File: src/scmq_pkg.sv
`default_nettype none

package scmq_pkg;

  localparam int unsigned QUEUE_DEPTH_DEF = 32;

  localparam int unsigned NUM_SLOTS = 5;
  localparam int unsigned SLOT_W    = $clog2(NUM_SLOTS);

  localparam logic [7:0] BYTE_DRV_RESET = 8'h01;
  localparam logic [7:0] BYTE_SPECIAL   = 8'h02;
  localparam logic [7:0] BYTE_STOP_ALL  = 8'h03;

  typedef enum logic [1:0] {
    CMD_PLAY  = 2'd0,
    CMD_STOP  = 2'd1,
    CMD_TICK  = 2'd2,
    CMD_RESET = 2'd3
  } cmd_e;

  typedef enum logic [1:0] {
    CFG_PREFIX_EN   = 2'd0,
    CFG_PREFIX_CODE = 2'd1,
    CFG_STOP_EN     = 2'd2,
    CFG_STOP_BYTE   = 2'd3
  } cfg_idx_e;

  typedef enum logic [1:0] {
    ST_IDLE,
    ST_PUSH,
    ST_SEND
  } state_e;

  typedef struct packed {
    logic              load;
    logic              push;
    logic              tick;
    logic [SLOT_W-1:0] slot;
  } ctrl_cmd_t;

  typedef struct packed {
    logic out_free;
  } dp_status_t;

endpackage

`default_nettype wire

File: src/scmq_if.sv
`default_nettype none

interface scmq_in_if;
  logic       valid;
  logic       ready;
  logic [1:0] cmd;
  logic [7:0] sound_code;

  modport source (output valid, output cmd, output sound_code, input ready);
  modport sink   (input valid, input cmd, input sound_code, output ready);
endinterface

interface scmq_out_if;
  logic       valid;
  logic       ready;
  logic [7:0] sent_code;
  logic [5:0] pending_after;

  modport source (output valid, output sent_code, output pending_after, input ready);
  modport sink   (input valid, input sent_code, input pending_after, output ready);
endinterface

interface scmq_cfg_if;
  logic       valid;
  logic       ready;
  logic [1:0] index;
  logic [7:0] data;

  modport source (output valid, output index, output data, input ready);
  modport sink   (input valid, input index, input data, output ready);
endinterface

`default_nettype wire

File: src/scmq_ram.sv
`default_nettype none

module scmq_ram #(
  parameter int unsigned WIDTH = 8,
  parameter int unsigned DEPTH = 32
) (
  input  wire logic                     clk_i,
  input  wire logic                     we_i,
  input  wire logic [$clog2(DEPTH)-1:0] waddr_i,
  input  wire logic [WIDTH-1:0]         wdata_i,
  input  wire logic [$clog2(DEPTH)-1:0] raddr_i,
  output logic      [WIDTH-1:0]         rdata_o
);

  logic [WIDTH-1:0] mem_q [DEPTH];
  logic [WIDTH-1:0] rdata_q;

  always_ff @(posedge clk_i) begin
    if (we_i) begin
      mem_q[waddr_i] <= wdata_i;
    end
    rdata_q <= mem_q[raddr_i];
  end

  assign rdata_o = rdata_q;

endmodule

`default_nettype wire

File: src/scmq_ctrl.sv
`default_nettype none

module scmq_ctrl
  import scmq_pkg::*;
(
  input  wire logic       clk_i,
  input  wire logic       rst_ni,
  input  wire logic       in_valid_i,
  input  wire logic [1:0] in_cmd_i,
  output logic            in_ready_o,
  input  wire dp_status_t status_i,
  output ctrl_cmd_t       ctrl_o
);

  state_e            state_q, state_d;
  logic [SLOT_W-1:0] slot_q, slot_d;
  logic              accept;

  always_ff @(posedge clk_i or negedge rst_ni) begin
    if (!rst_ni) begin
      state_q <= ST_IDLE;
      slot_q  <= '0;
    end else begin
      state_q <= state_d;
      slot_q  <= slot_d;
    end
  end

  always_comb begin
    state_d    = state_q;
    slot_d     = slot_q;
    in_ready_o = 1'b0;
    accept     = 1'b0;
    ctrl_o     = '0;
    ctrl_o.slot = slot_q;
    unique case (state_q)
      ST_IDLE: begin
        in_ready_o = status_i.out_free;
        accept     = in_valid_i && status_i.out_free;
        if (accept) begin
          if (cmd_e'(in_cmd_i) == CMD_TICK) begin
            state_d = ST_SEND;
          end else begin
            ctrl_o.load = 1'b1;
            slot_d      = '0;
            state_d     = ST_PUSH;
          end
        end
      end
      ST_PUSH: begin
        ctrl_o.push = 1'b1;
        if (slot_q == SLOT_W'(NUM_SLOTS - 1)) begin
          slot_d  = '0;
          state_d = ST_IDLE;
        end else begin
          slot_d = slot_q + 1'b1;
        end
      end
      ST_SEND: begin
        ctrl_o.tick = 1'b1;
        state_d     = ST_IDLE;
      end
      default: begin
        state_d = ST_IDLE;
      end
    endcase
  end

endmodule

`default_nettype wire

File: src/scmq_dp.sv
`default_nettype none

module scmq_dp
  import scmq_pkg::*;
#(
  parameter int unsigned QUEUE_DEPTH = QUEUE_DEPTH_DEF
) (
  input  wire logic       clk_i,
  input  wire logic       rst_ni,
  input  wire ctrl_cmd_t  ctrl_i,
  output dp_status_t      status_o,
  input  wire logic [1:0] in_cmd_i,
  input  wire logic [7:0] in_code_i,
  input  wire logic       cfg_we_i,
  input  wire logic [1:0] cfg_index_i,
  input  wire logic [7:0] cfg_data_i,
  output logic            out_valid_o,
  input  wire logic       out_ready_i,
  output logic [7:0]      out_code_o,
  output logic [5:0]      out_pending_o
);

  localparam int unsigned AW = $clog2(QUEUE_DEPTH);
  localparam int unsigned CW = $clog2(QUEUE_DEPTH + 1);

  logic       prefix_en_q;
  logic [7:0] prefix_code_q;
  logic       stop_en_q;
  logic [7:0] stop_byte_q;

  logic [7:0]           slot_q [NUM_SLOTS];
  logic [7:0]           slot_d [NUM_SLOTS];
  logic [NUM_SLOTS-1:0] slot_en_q, slot_en_d;

  logic [CW-1:0] count_q, count_d;
  logic [AW-1:0] head_q, head_d;
  logic          send_wait_q, send_wait_d;

  logic       out_valid_q, out_valid_d;
  logic [7:0] out_code_q, out_code_d;
  logic [5:0] out_pend_q, out_pend_d;

  logic          we;
  logic [AW-1:0] waddr;
  logic [7:0]    rdata;
  logic [CW:0]   wr_sum;
  logic [CW:0]   wr_wrap;
  logic [CW-1:0] cnt_dec;
  logic [CW+5:0] pend_ext;
  logic [AW-1:0] head_inc;
  logic          is_play, is_special, stop_is_03;

  always_ff @(posedge clk_i or negedge rst_ni) begin
    if (!rst_ni) begin
      prefix_en_q   <= 1'b0;
      prefix_code_q <= '0;
      stop_en_q     <= 1'b0;
      stop_byte_q   <= '0;
    end else if (cfg_we_i) begin
      unique case (cfg_idx_e'(cfg_index_i))
        CFG_PREFIX_EN:   prefix_en_q   <= cfg_data_i[0];
        CFG_PREFIX_CODE: prefix_code_q <= cfg_data_i;
        CFG_STOP_EN:     stop_en_q     <= cfg_data_i[0];
        CFG_STOP_BYTE:   stop_byte_q   <= cfg_data_i;
        default: ;
      endcase
    end
  end

  // Slot order: prefix/stop-all, stop, 03, prefix/02, code; driver reset loads 01, 03.
  always_comb begin
    is_play    = cmd_e'(in_cmd_i) == CMD_PLAY;
    is_special = in_code_i == BYTE_SPECIAL;
    stop_is_03 = stop_byte_q == BYTE_STOP_ALL;
    for (int i = 0; i < NUM_SLOTS; i++) begin
      slot_d[i] = slot_q[i];
    end
    slot_en_d = slot_en_q;
    if (ctrl_i.load) begin
      if (cmd_e'(in_cmd_i) == CMD_RESET) begin
        slot_d[0] = BYTE_DRV_RESET;
        slot_d[1] = BYTE_STOP_ALL;
        slot_d[2] = BYTE_STOP_ALL;
        slot_d[3] = BYTE_STOP_ALL;
        slot_d[4] = BYTE_STOP_ALL;
        slot_en_d = NUM_SLOTS'(2'b11);
      end else begin
        slot_d[0]    = stop_is_03 ? BYTE_STOP_ALL : prefix_code_q;
        slot_d[1]    = stop_byte_q;
        slot_d[2]    = BYTE_STOP_ALL;
        slot_d[3]    = is_special ? BYTE_SPECIAL : prefix_code_q;
        slot_d[4]    = in_code_i;
        slot_en_d[0] = stop_is_03 || prefix_en_q;
        slot_en_d[1] = !stop_is_03 && stop_en_q;
        slot_en_d[2] = is_play && (is_special || prefix_en_q);
        slot_en_d[3] = is_play && (is_special || prefix_en_q);
        slot_en_d[4] = is_play && !is_special;
      end
    end
  end

  always_comb begin
    wr_sum   = (CW+1)'(count_q) + (CW+1)'(head_q);
    wr_wrap  = (wr_sum >= (CW+1)'(QUEUE_DEPTH)) ? wr_sum - (CW+1)'(QUEUE_DEPTH) : wr_sum;
    waddr    = wr_wrap[AW-1:0];
    cnt_dec  = count_q - 1'b1;
    pend_ext = (CW+6)'(cnt_dec);
    head_inc = (head_q == AW'(QUEUE_DEPTH - 1)) ? '0 : head_q + 1'b1;

    count_d     = count_q;
    head_d      = head_q;
    send_wait_d = send_wait_q;
    we          = 1'b0;
    out_valid_d = out_valid_q && !out_ready_i;
    out_code_d  = out_code_q;
    out_pend_d  = out_pend_q;

    if (ctrl_i.load && cmd_e'(in_cmd_i) == CMD_RESET) begin
      count_d = '0;
      head_d  = '0;
    end
    if (ctrl_i.push && slot_en_q[ctrl_i.slot] && count_q != CW'(QUEUE_DEPTH)) begin
      we      = 1'b1;
      count_d = count_q + 1'b1;
    end
    if (ctrl_i.tick) begin
      if (!send_wait_q && count_q != '0) begin
        out_valid_d = 1'b1;
        out_code_d  = rdata;
        out_pend_d  = pend_ext[5:0];
        count_d     = cnt_dec;
        head_d      = head_inc;
        send_wait_d = 1'b1;
      end else begin
        send_wait_d = 1'b0;
      end
    end
  end

  always_ff @(posedge clk_i or negedge rst_ni) begin
    if (!rst_ni) begin
      slot_en_q   <= '0;
      count_q     <= '0;
      head_q      <= '0;
      send_wait_q <= 1'b0;
      out_valid_q <= 1'b0;
    end else begin
      slot_en_q   <= slot_en_d;
      count_q     <= count_d;
      head_q      <= head_d;
      send_wait_q <= send_wait_d;
      out_valid_q <= out_valid_d;
    end
  end

  always_ff @(posedge clk_i) begin
    for (int i = 0; i < NUM_SLOTS; i++) begin
      slot_q[i] <= slot_d[i];
    end
    out_code_q <= out_code_d;
    out_pend_q <= out_pend_d;
  end

  scmq_ram #(
    .WIDTH (8),
    .DEPTH (QUEUE_DEPTH)
  ) u_ram (
    .clk_i   (clk_i),
    .we_i    (we),
    .waddr_i (waddr),
    .wdata_i (slot_q[ctrl_i.slot]),
    .raddr_i (head_q),
    .rdata_o (rdata)
  );

  assign status_o.out_free = !out_valid_q || out_ready_i;
  assign out_valid_o       = out_valid_q;
  assign out_code_o        = out_code_q;
  assign out_pending_o     = out_pend_q;

endmodule

`default_nettype wire

File: src/sound_command_mailbox_queue.sv
// Channel | Dir | Payload                          | Request
// in_ch   | in  | cmd[1:0], sound_code[7:0]        | play, stop, tick or driver reset
// out_ch  | out | sent_code[7:0], pending_after[5:0] | one mailbox byte per sending tick
// cfg_ch  | in  | index[1:0], data[7:0]            | register write, always ready
//
// Play, stop and driver reset are accepted, then walk five slots that each do
// at most one queue RAM write. A tick is accepted; unless the queue is empty or
// the last tick sent, the registered head RAM read lands in the output register.
// A new request is taken once the controller is idle and the output register is
// free or being drained. Reset clears control state; the queue RAM is not cleared.
`default_nettype none

module sound_command_mailbox_queue
  import scmq_pkg::*;
#(
  parameter int unsigned QUEUE_DEPTH = QUEUE_DEPTH_DEF
) (
  input  wire logic   clk_i,
  input  wire logic   rst_ni,
  scmq_in_if.sink     in_ch,
  scmq_out_if.source  out_ch,
  scmq_cfg_if.sink    cfg_ch
);

  ctrl_cmd_t  ctrl;
  dp_status_t status;

  assign cfg_ch.ready = 1'b1;

  scmq_ctrl u_ctrl (
    .clk_i      (clk_i),
    .rst_ni     (rst_ni),
    .in_valid_i (in_ch.valid),
    .in_cmd_i   (in_ch.cmd),
    .in_ready_o (in_ch.ready),
    .status_i   (status),
    .ctrl_o     (ctrl)
  );

  scmq_dp #(
    .QUEUE_DEPTH (QUEUE_DEPTH)
  ) u_dp (
    .clk_i         (clk_i),
    .rst_ni        (rst_ni),
    .ctrl_i        (ctrl),
    .status_o      (status),
    .in_cmd_i      (in_ch.cmd),
    .in_code_i     (in_ch.sound_code),
    .cfg_we_i      (cfg_ch.valid),
    .cfg_index_i   (cfg_ch.index),
    .cfg_data_i    (cfg_ch.data),
    .out_valid_o   (out_ch.valid),
    .out_ready_i   (out_ch.ready),
    .out_code_o    (out_ch.sent_code),
    .out_pending_o (out_ch.pending_after)
  );

endmodule

`default_nettype wire

File: src/flat_wrapper.sv
// flat-port wrapper written by rule: the top's interface ports become plain ports
module sound_command_mailbox_queue_flat import scmq_pkg::*;
#(
  parameter int unsigned QUEUE_DEPTH = QUEUE_DEPTH_DEF
)
  (clk_i, rst_ni, in_ch_valid, in_ch_cmd, in_ch_sound_code, in_ch_ready, out_ch_valid, out_ch_sent_code, out_ch_pending_after, out_ch_ready, cfg_ch_valid, cfg_ch_index, cfg_ch_data, cfg_ch_ready);
  scmq_in_if in_ch_i ();
  scmq_out_if out_ch_i ();
  scmq_cfg_if cfg_ch_i ();
  input  wire logic clk_i;
  input  wire logic rst_ni;
  input wire logic [$bits(in_ch_i.valid)-1:0] in_ch_valid;
  input wire logic [$bits(in_ch_i.cmd)-1:0] in_ch_cmd;
  input wire logic [$bits(in_ch_i.sound_code)-1:0] in_ch_sound_code;
  output wire logic [$bits(in_ch_i.ready)-1:0] in_ch_ready;
  output wire logic [$bits(out_ch_i.valid)-1:0] out_ch_valid;
  output wire logic [$bits(out_ch_i.sent_code)-1:0] out_ch_sent_code;
  output wire logic [$bits(out_ch_i.pending_after)-1:0] out_ch_pending_after;
  input wire logic [$bits(out_ch_i.ready)-1:0] out_ch_ready;
  input wire logic [$bits(cfg_ch_i.valid)-1:0] cfg_ch_valid;
  input wire logic [$bits(cfg_ch_i.index)-1:0] cfg_ch_index;
  input wire logic [$bits(cfg_ch_i.data)-1:0] cfg_ch_data;
  output wire logic [$bits(cfg_ch_i.ready)-1:0] cfg_ch_ready;
  assign in_ch_i.valid = in_ch_valid;
  assign in_ch_i.cmd = in_ch_cmd;
  assign in_ch_i.sound_code = in_ch_sound_code;
  assign in_ch_ready = in_ch_i.ready;
  assign out_ch_valid = out_ch_i.valid;
  assign out_ch_sent_code = out_ch_i.sent_code;
  assign out_ch_pending_after = out_ch_i.pending_after;
  assign out_ch_i.ready = out_ch_ready;
  assign cfg_ch_i.valid = cfg_ch_valid;
  assign cfg_ch_i.index = cfg_ch_index;
  assign cfg_ch_i.data = cfg_ch_data;
  assign cfg_ch_ready = cfg_ch_i.ready;
  sound_command_mailbox_queue #(.QUEUE_DEPTH(QUEUE_DEPTH)) u_core (.clk_i(clk_i), .rst_ni(rst_ni), .in_ch(in_ch_i), .out_ch(out_ch_i), .cfg_ch(cfg_ch_i));
endmodule
File: config.mk
export PLATFORM = sky130hd
export DESIGN_NAME = sound_command_mailbox_queue_flat
export DESIGN_NICKNAME = d
export VERILOG_FILES = /design/src/scmq_pkg.sv /design/src/scmq_if.sv /design/src/scmq_ram.sv /design/src/scmq_ctrl.sv /design/src/scmq_dp.sv /design/src/sound_command_mailbox_queue.sv /design/src/flat_wrapper.sv
export SDC_FILE = /design/constraint.sdc
export NUM_CORES = 1
export LEC_CHECK = 0
export ABC_AREA = 1
export BUFFER_PORTS_ARGS = -buffer_cell sky130_fd_sc_hd__buf_2
export CAP_MARGIN = 10
export CORE_UTILIZATION = 43
export CTS_CLUSTER_DIAMETER = 50
export DETAILED_ROUTE_END_ITERATION = 6
export PLACE_DENSITY = 0.6
export SYNTH_ARGS = -nofsm -noshare
export SYNTH_HDL_FRONTEND = slang
export SYNTH_SLANG_ARGS = --single-unit
export TNS_END_PERCENT = 1
File: constraint.sdc
create_clock -name clk_i -period 3.2 [get_ports clk_i]
set_clock_uncertainty 0.15 [all_clocks]
set_input_delay 0.32 -clock clk_i [delete_from_list [all_inputs] [get_ports clk_i]]
set_output_delay 0.32 -clock clk_i [all_outputs]
set_load 0.1 [all_outputs]
Yosys cells after proc, flatten, opt, wreduce, memory -nomap -nowiden

Memories as Yosys holds them, arrays and structs flattened. A register that Yosys moved wholly into a read port is not among the register bits.
Cells that the tools add are included.

Bits in registers: 55
Bits in writable memories: 296
Bits of input ports: 25
Output and inout port bits: 17
Word-level logic and storage cells: 104
Memories kept: 2

Memory list:

| memory                  | depth | bits a word | read ports | clocked after Yosys merged registers in | write ports | line           | text |
|---|---|---|---|---|---|---|---|
| u_core.u_dp.u_ram.mem_q | 32    | 8           | 1          | 1                                       | 1           | scmq_ram.sv:15 | `logic [WIDTH-1:0] mem_q [DEPTH];` |
| u_core.u_dp.slot_q      | 5     | 8           | 1          | 0                                       | 5           | scmq_dp.sv:31  | `logic [7:0] slot_q [NUM_SLOTS];` |

Add/sub/neg operators: 6
$lt $le $gt $ge: 2
Equality and inequality tests: 16
Multiplexer cells: 36
Reductions and logical operators: 29

Operators by type and width:

| kind                  | count |
|---|---|
| $mux W40              | 2 |
| $mux W5               | 6 |
| $mux W6               | 4 |
| $eq A8 B2 Y1 const B  | 2 |
| $mux W8               | 2 |
| $mux W1               | 13 |
| $reduce_and A2 Y1     | 6 |
| $eq A2 B2 Y1 const B  | 5 |
| $logic_and A1 B1 Y1   | 9 |
| $mux W3               | 3 |
| $add A6 B5 Y7         | 1 |
| $ge A7 B6 Y1 const B  | 1 |
| $add A6 B1 Y6 const B | 1 |
| $logic_not A2 Y1      | 3 |
| $mux W2               | 3 |
| $ne A2 B2 Y1 const B  | 3 |
| $ne A6 B6 Y1 const B  | 1 |
| $pmux W3 S2           | 1 |
| $reduce_bool A6 Y1    | 1 |
| $sub A6 B1 Y6 const B | 1 |
| $add A5 B1 Y5 const B | 1 |
| $eq A5 B5 Y1 const B  | 1 |
| $logic_not A1 Y1      | 5 |
| $sub A5 B1 Y5 const B | 1 |
| other kinds (10)      | 13 |

Depth between registers and ports, before layout

Gate-level depths: netlist of run 1.

Depth in word-level cells: 10
Gate-level depth with buffers: 11
Mapped depth without buffers: 11

Cells and area by module

Synthesis of run 1 repeated with hierarchy kept, for this count alone.

Cell total of the unflattened synthesis: 1374
Area, all modules: 15021.9 um2

Modules (own cells, without submodules):

| module                      | times used | cells each | area each (um2) | seq. area each (um2) |
|---|---|---|---|---|
| scmq_ram                    | 1          | 922        | 10786.6         | 7847.5 |
| scmq_dp                     | 1          | 412        | 3927.5          | 2257.2 |
| scmq_ctrl                   | 1          | 38         | 296.5           | 125.1 |
| sound_command_mailbox_queue | 1          | 2          | 11.3            | 0.0 |

Least setup slack after synthesis of run 1

OpenSTA, ideal clock, no wires.

Path type: register to output
Start: reg u_core.u_dp.out_valid_q, in the netlist u_core.u_dp.out_valid_o
End: out in_ch_ready
Arrival: 2.954 ns
Required time: 2.730 ns
Slack: -0.224 ns
Stages on the path, launching flop included: 4
Path buffers: 0
Cells stage by stage: dfrtp_1 inv_1 nor2_1 nor3_1

Word-level cells in the longest chain between the ends: 3

RTL lines:

| what                   | line               | text |
|---|---|---|
| from (decl)            | scmq_dp.sv:39      | `logic out_valid_q, out_valid_d;` |
| from (signal assigned) | scmq_dp.sv:152     | `out_valid_q <= out_valid_d;` |
| $logic_not A1 Y1       | scmq_dp.sv:176     | `assign status_o.out_free = !out_valid_q \|\| out_ready_i;` |
| $logic_or A1 B1 Y1     | scmq_dp.sv:176     |  |
| $mux W1                | scmq_ctrl.sv:36    | `unique case (state_q)` |
| to (decl)              | flat_wrapper.sv:15 | `output wire logic [$bits(in_ch_i.ready)-1:0] in_ch_ready;` |

Every way passes these cells.

Worst setup path after layout of run 1

Start: reg u_core.u_dp.head_q[0]
End: mem u_core.u_dp.u_ram.mem_q[9][2], enable pin

Word-level cells in the longest chain between the ends: 3
Elaborated cells between the ends (all ways): 4
Those cells by class: add/sub: 2; order compare: 1; mux: 1

RTL lines:

| what                                          | line           | text |
|---|---|---|
| from (decl)                                   | scmq_dp.sv:36  | `logic [AW-1:0] head_q, head_d;` |
| from (signal assigned)                        | scmq_dp.sv:144 | `head_q <= '0;` |
| from (signal assigned)                        | scmq_dp.sv:150 | `head_q <= head_d;` |
| $add A6 B5 Y7 (*)                             | scmq_dp.sv:103 | `wr_sum = (CW+1)'(count_q) + (CW+1)'(head_q);` |
| $ge A7 B6 Y1 or $sub A5 B1 Y5 (tied branches) | scmq_dp.sv:104 | `wr_wrap = (wr_sum >= (CW+1)'(QUEUE_DEPTH)) ? wr_sum - (CW+1)'(QUEUE_DEPTH) : wr_sum;` |
| $mux W5 (*)                                   | scmq_dp.sv:104 |  |
| to (decl)                                     | scmq_ram.sv:15 |  |

Mark *: on every way between the ends. The rest lies on a longest branch, timed or not.

==> metrics.txt, run 1 <==
status complete, no violations; Worst Tran Pin Value 1.02 ns; Critical R2R Launch u_core.u_dp.head_q[0]$_DFF_PN0_; synth unique cells 41; die height 191 um; TritonCTS clock tree built; chip width 191 um; VDD IR max 0.555 mV; PortBufs 40; Final GP Congestion 0.876; Synth Area per Inst 10.5 sq um; slowest stage delay, CP 0.55 ns; Final Net Count 1591; layout cell share with drive strength beyond 1 12.4%; Area Growth Syn to Fin 15.6%; post-synth net total 1509; Ports 42; first-pass GRT wire length 55.4 mm; Final Non-Filler Cells 2046; initial DRC count 755; period utilisation layout 91.5%; clk slew on worst S/H paths 0.06 ns; Initial Util 43.5%; WP data required 3.21 ns; Synth Instances 1472; Final Setup Violations 0; drt drc 0; CP top delay family simple AND/OR/NAND/NOR gates; gr ovfl total 0; Rows 69; post-synthesis xor/xnor area fraction 0.624%; Setup CP Type reg2reg; min-delay src in_ch_valid; GRT Overall Usage 19.9%; CP bufs+invs 1; initial antenna violation count 1; Routed WL 35.4 mm; FF+latch area 10200 sq um; Resized cells post-CTS 0; EDFF count, synth 302; first-pass iteration count of the detailed router 5; ys flop type edfxtp_1; largest family of logic cells by synthesized area simple AND/OR/NAND/NOR gates; simple-gate share of the synthesized area 20.6%; min cycle time layout 2.93 ns; compound-gate portion of the synthesized area 5.12%; Yosys reg bits 350; YS warnings 0; CP Launch Type flip-flop; core area 35500 sq um; Post-DRT Antenna Nets 0; Setup crit end kind flip-flop; PwrDens 1020 nW/um^2; die area 36700 sq um; endpoints failing hold 0; Max Freq 341 MHz; post-synthesis cell area 15400 sq um; max-slew violations 0; mux contribution to synthesized area 0%; CTS Sinks 350; DR WL/cell 17.3 um; LEAKAGE 0.00735 uW; CP max FO 8; CP Cell Sequence ha_1, fa_1, nand3_1, nand3_1, nand2_1, inv_1, nor2_1, nand2_1, nor2_1; Max stage delay cell, worst path nor2_1; pin count of the biggest net entering global routing 164; Post-CTS Hold Buffers 25; H-tree depth reported by CTS 2; area share of fa/ha/maj cells after synthesis 1.02%; number of setup buffers added after CTS 0; number of global-route vias before repair 9897; Via Count 10.3k; fin util 50.3%; Bufs on Longest Clock Path 3; clock buffer count from CTS 40; Cell Count Post-Placement 1948; WP data arrival 2.93 ns; Worst-Skew Late Latency 0.54 ns; relative slew slack 32.0%; multi-input logic area 4340 sq um; pre-CTS setup slack 0.297 ns; vias per cell 5.02; worst setup path start u_core.u_dp.head_q[0]$_DFF_PN0_; Total Power 18300 uW; HP Class in2reg; Seq/Total Area, Yosys 66.3%; DP HPWL 21.7 mm; ant diodes 0; FILL cells 3171; MaxCap Viol Count 0; Post-synth ARST share 11.4%; Clock Tree Root clkbuf_16; final worst slack 0.271 ns; RSZ-0062 raised after global routing no
-- cell usage in the layout (no fill, tap or decap), types with 5 or more instances in the layout --
master / Yosys / routed
bufinv_16: 0 / 5
o211ai_1: 17 / 17
clkinv_1: 3 / 11
dlygate4sd3_1: 0 / 25
a31oi_4: 0 / 6
clkbuf_1: 12 / 8
or2_1: 11 / 11
nand3_4: 6 / 6
nand3_1: 98 / 98
buf_4: 11 / 35
nor2_1: 141 / 140
nand4_1: 5 / 5
dfrtp_1: 40 / 38
dfxtp_1: 8 / 8
buf_2: 24 / 40
clkbuf_16: 0 / 41
a21oi_1: 10 / 10
o21ai_1: 21 / 21
inv_2: 5 / 5
edfxtp_1: 302 / 302
or2_2: 9 / 9
o211ai_2: 16 / 16
xor2_1: 8 / 8
o21ai_0: 48 / 46
nand2_1: 475 / 475
clkinv_2: 0 / 6
ha_1: 11 / 11
inv_1: 143 / 143
-- final timing paths --
check	end	slack (ns)	depth (start not counted)
max	u_core.u_dp.u_ram.mem_q[9][2]$_DFFE_PP_	0.27	9
min	u_core.u_ctrl.state_q[0]$_DFFE_PN0P_	0.06	5
max reg2reg	u_core.u_dp.u_ram.mem_q[9][2]$_DFFE_PP_	0.27	9
min reg2reg	u_core.u_dp.out_code_o[1]$_DFFE_PP_	0.25	0
max in group asynchronous	u_core.u_dp.head_q[0]$_DFF_PN0_	1.89	2
min in group asynchronous	u_core.u_dp.count_q[4]$_DFF_PN0_	0.32	2
-- power breakdown --
part           switching (uW)  internal [uW]  total [uW]
combinational            5010           1820        6830
sequential                326           6580        6910
clock                    1780           2760        4540
-- flip-flops by register name (all words and copies together), names as in the netlist, 2 cells and up --
name	count
u_core.u_dp.slot_q	32
u_core.u_dp.slot_en_q	4
u_core.u_ctrl.slot_q	3
u_core.u_dp.stop_byte_q	8
u_core.u_dp.u_ram.mem_q	256
u_core.u_dp.u_ram.rdata_o	8
u_core.u_dp.count_q	6
u_core.u_dp.out_pending_o	6
u_core.u_dp.out_code_o	8
u_core.u_dp.head_q	5
u_core.u_ctrl.state_q	2
u_core.u_dp.prefix_code_q	8
-- worst register-to-register path: cells and delay by family (launching register included) --
family	cells	cell delay, ns
buf+inv	1	0.06
flops	1	0.49
simple gates	6	1.16
fa+ha+maj	2	0.68
-- metrics by stage --
| step | hold slack [ns] | TNS, ns | area [sq um] |
|---|---|---|---|
| 3_5_place_dp | 0.240 | 0 | 16300 |
| 5_1_grt | 0.0824 | 0 | 17800 |
| 4_1_cts | 0.0370 | 0 | 17800 |
| 6_report | 0.0615 | 0 | 17800 |
| 2_1_floorplan | -0.126 | -0.0620 | 15400 |
| 3_3_place_gp | 0.237 | 0 | 16300 |
-- Yosys cell counts, types with 2 or more instances --
master | count | area, sq um
buf_1 | 6 | 22.5
or2_1 | 11 | 68.8
nor2_1 | 141 | 529
nand3_1 | 98 | 490
xnor2_1 | 3 | 26.3
dfxtp_1 | 8 | 160
o21ai_1 | 21 | 105
buf_6 | 10 | 113
clkinv_1 | 3 | 11.3
a31oi_1 | 6 | 37.5
nand2_1 | 475 | 1780
nand3_4 | 6 | 105
inv_2 | 5 | 18.8
nand4_1 | 5 | 31.3
xor2_1 | 8 | 70.1
o21ai_0 | 48 | 240
or2_2 | 9 | 56.3
edfxtp_1 | 302 | 9070
o211ai_2 | 16 | 200
inv_1 | 143 | 537
nand2_2 | 4 | 25.0
nor3_1 | 5 | 25.0
dfrtp_1 | 40 | 1000
o22ai_1 | 2 | 12.5
ha_1 | 11 | 138
clkbuf_1 | 12 | 45.0
nor2_4 | 2 | 22.5
o211ai_1 | 17 | 128
buf_4 | 11 | 82.6
buf_2 | 24 | 120
a21oi_1 | 10 | 50.1
-- cell type report --
type | instances | area share (%)
Clock inverter | 24 | 1.42
Clock buffer | 49 | 5.92
Timing Repair Buffer | 104 | 4.45
Inverter | 153 | 3.26
Tap cell | 461 | 3.23
Sequential cell | 350 | 57.4
Multi-Input combinational cell | 905 | 24.3
-- kinds of logic (layout without fill, tap and decap cells) --
family	Yosys count	count (layout)
AO/OA/AOI/OAI	122	122
adder cells (fa/ha/maj)	12	12
XOR/XNOR	11	11
buffers and inverters	217	330
AND/OR/NAND/NOR	759	759
flip-flops	350	350
other	1	1
-- routing by layer --
layer	wire [um]	GRT usage [%]	vias to the layer above
met5	0	0	-
met4	691	6.14	0
met3	1990	2.88	49
met2	17000	32.4	275
met1	15700	27.3	4928
li1	-	-	5018
Note: power is estimated with default switching activity, not from simulation.
==> run 2: changes to the inputs <==
Settings changed: CORE_UTILIZATION 43 to 50, MAX_ROUTING_LAYER set to met4, PLACE_DENSITY 0.6 to 0.67.
==> metrics.txt, run 2 (synthesized netlist as in run 1, its figures left out) <==
status complete, no violations; Bufs on Longest Clock Path 3; die height 178 um; LEAKAGE 0.00740 uW; VDD IR max 0.502 mV; WP data required 3.38 ns; Worst Tran Pin Value 1.10 ns; WP data arrival 3.02 ns; initial antenna violation count 0; number of setup buffers added after CTS 0; PwrDens 1020 nW/um^2; Max stage delay cell, worst path buf_6; first-pass iteration count of the detailed router 5; DP HPWL 21.2 mm; die area 31600 sq um; Initial Util 51.4%; final worst slack 0.363 ns; DR WL/cell 17.6 um; Critical path destination u_core.u_dp.head_q[2]$_DFF_PN0_; H-tree depth reported by CTS 2; r2r setup slk 0.36 ns; first-pass GRT wire length 54.2 mm; worst r2r dst u_core.u_dp.head_q[2]$_DFF_PN0_; pin count of the biggest net entering global routing 99; min cycle time layout 2.84 ns; most common cell after layout, fill and taps aside nand2_1; drt drc 0; Area Growth Syn to Fin 15.2%; pre-CTS setup slack 0.181 ns; FILL cells 2460; vias per cell 5.22; Post-DRT Antenna Nets 0; RSZ-0062 raised after global routing no; clk slew on worst S/H paths 0.06 ns; layout cell share with drive strength beyond 1 13.3%; max-slew violations 0; largest registers u_core.u_dp.u_ram.mem_q: 256 flops, u_core.u_dp.slot_q: 32 flops; Via Count 10.3k; PortBufs 40; Final Setup Violations 0; endpoints failing hold 0; Top reg by flops u_core.u_dp.u_ram.mem_q; Final GP Congestion 0.895; gr ovfl total 0; Clock Tree Root clkbuf_16; Critical R2R Launch u_core.u_dp.head_q[0]$_DFF_PN0_; MaxCap Viol Count 0; CP max FO 98; Rows 63; clock buffer count from CTS 39; period utilisation layout 88.6%; relative slew slack 26.8%; commonest cells after routing, fill and taps aside nand2_1 (475), edfxtp_1 (302), inv_1 (143); Ports 42; Worst-Skew Late Latency 0.52 ns; initial DRC count 919; Max Freq 353 MHz; Setup CP Type reg2reg; core area 30000 sq um; TritonCTS clock tree built; CP Launch Type flip-flop; chip width 178 um; worst setup path start u_core.u_dp.head_q[0]$_DFF_PN0_; HP Class in2reg; R2R depth 9; number of global-route vias before repair 9986; max reg flops 256; minimum hold slack 0.0177 ns; GRT Overall Usage 23.4%; Final Net Count 1599; setup TNS 0 ns; Routed WL 34.9 mm; CP Cell Sequence buf_4, buf_6, ha_1, nand2_1, nor2_1, ha_1, nor2_1, inv_1, o22ai_1; CTS Sinks 350; Setup crit end kind flip-flop; slowest stage delay, CP 0.60 ns
[run 2: changes by cell type in the layout (fill, tap and decap cells not counted), sizes merged, moves of 2 or more]
cell	change
dlygate4sd3	-2
bufinv	-3
clkbuf	+6
buf	+11
clkinv	-7
clkinvlp	+2
[run 2: repair_timing]
item                       CTS  global route
gates resized for setup      0             1
hold endpoints to repair    68             0
setup endpoints to repair    0             4
hold buffers                23             0
[run 2: worst min-delay path by stage]
| stage | startpoint | endpoint | slack [ns] | depth (start not counted) |
|---|---|---|---|---|
| floorplan | rst_ni | u_core.u_ctrl.slot_q[0]$_DFFE_PN0P_ | -0.13 | 0 |
| CTS | in_ch_sound_code[7] | u_core.u_dp.slot_q[4][7]$_SDFFCE_PP0N_ | 0.004 | 3 |
| finish | in_ch_sound_code[7] | u_core.u_dp.slot_q[4][7]$_SDFFCE_PP0N_ | 0.02 | 3 |
| detailed placement | u_core.u_dp.u_ram.rdata_o[1]$_DFF_P_ | u_core.u_dp.out_code_o[1]$_DFFE_PP_ | 0.24 | 0 |
| global placement | u_core.u_dp.u_ram.rdata_o[1]$_DFF_P_ | u_core.u_dp.out_code_o[1]$_DFFE_PP_ | 0.24 | 0 |
| global route | in_ch_sound_code[7] | u_core.u_dp.slot_q[4][7]$_SDFFCE_PP0N_ | 0.02 | 3 |
[run 2: stage by stage]
step	util, %	cells	power (uW)	area (sq um)
finish	59.2	1982	18100	17800
global route	59.2	1981	19000	17800
CTS	59.2	1981	18200	17800
detailed placement	54.1	1888	13700	16200
global placement	54.1	1888	13600	16200
floorplan	-	1472	11300	15400
[run 2: power breakdown]
group          internal (uW)  switching (uW)
logic                   1780            4980
registers               6580             330
clock network           2690            1750
[run 2: cell type report]
type / instances / area [sq um] / area share, %
Antenna cell: 1 / 2.50 / 0.0141
Clock buffer: 55 / 1160 / 6.52
Clock inverter: 15 / 140 / 0.788
Inverter: 153 / 582 / 3.27
Multi-Input combinational cell: 905 / 4340 / 24.4
Sequential cell: 350 / 10200 / 57.6
Tap cell: 390 / 488 / 2.74
Timing Repair Buffer: 113 / 835 / 4.69
[run 2: routing by layer]
layer / up-vias / wire [um] / global-route usage [%] / share of wire (%)
li1: 5040 / - / - / -
met1: 4914 / 15100 / 31.0 / 43
met2: 309 / 16700 / 37.8 / 48
met3: 82 / 2070 / 3.13 / 5.9
met4: 0 / 1030 / 7.12 / 3.0
met5: - / 0 / - / 0
[run 2: worst max-delay path: cells and delay by family, from the launching register on]
kind	cells	cell delay [ns]
buf+inv	3	1.22
simple gates	3	0.23
flops	1	0.40
compound gates	1	0.08
fa+ha+maj	2	0.46
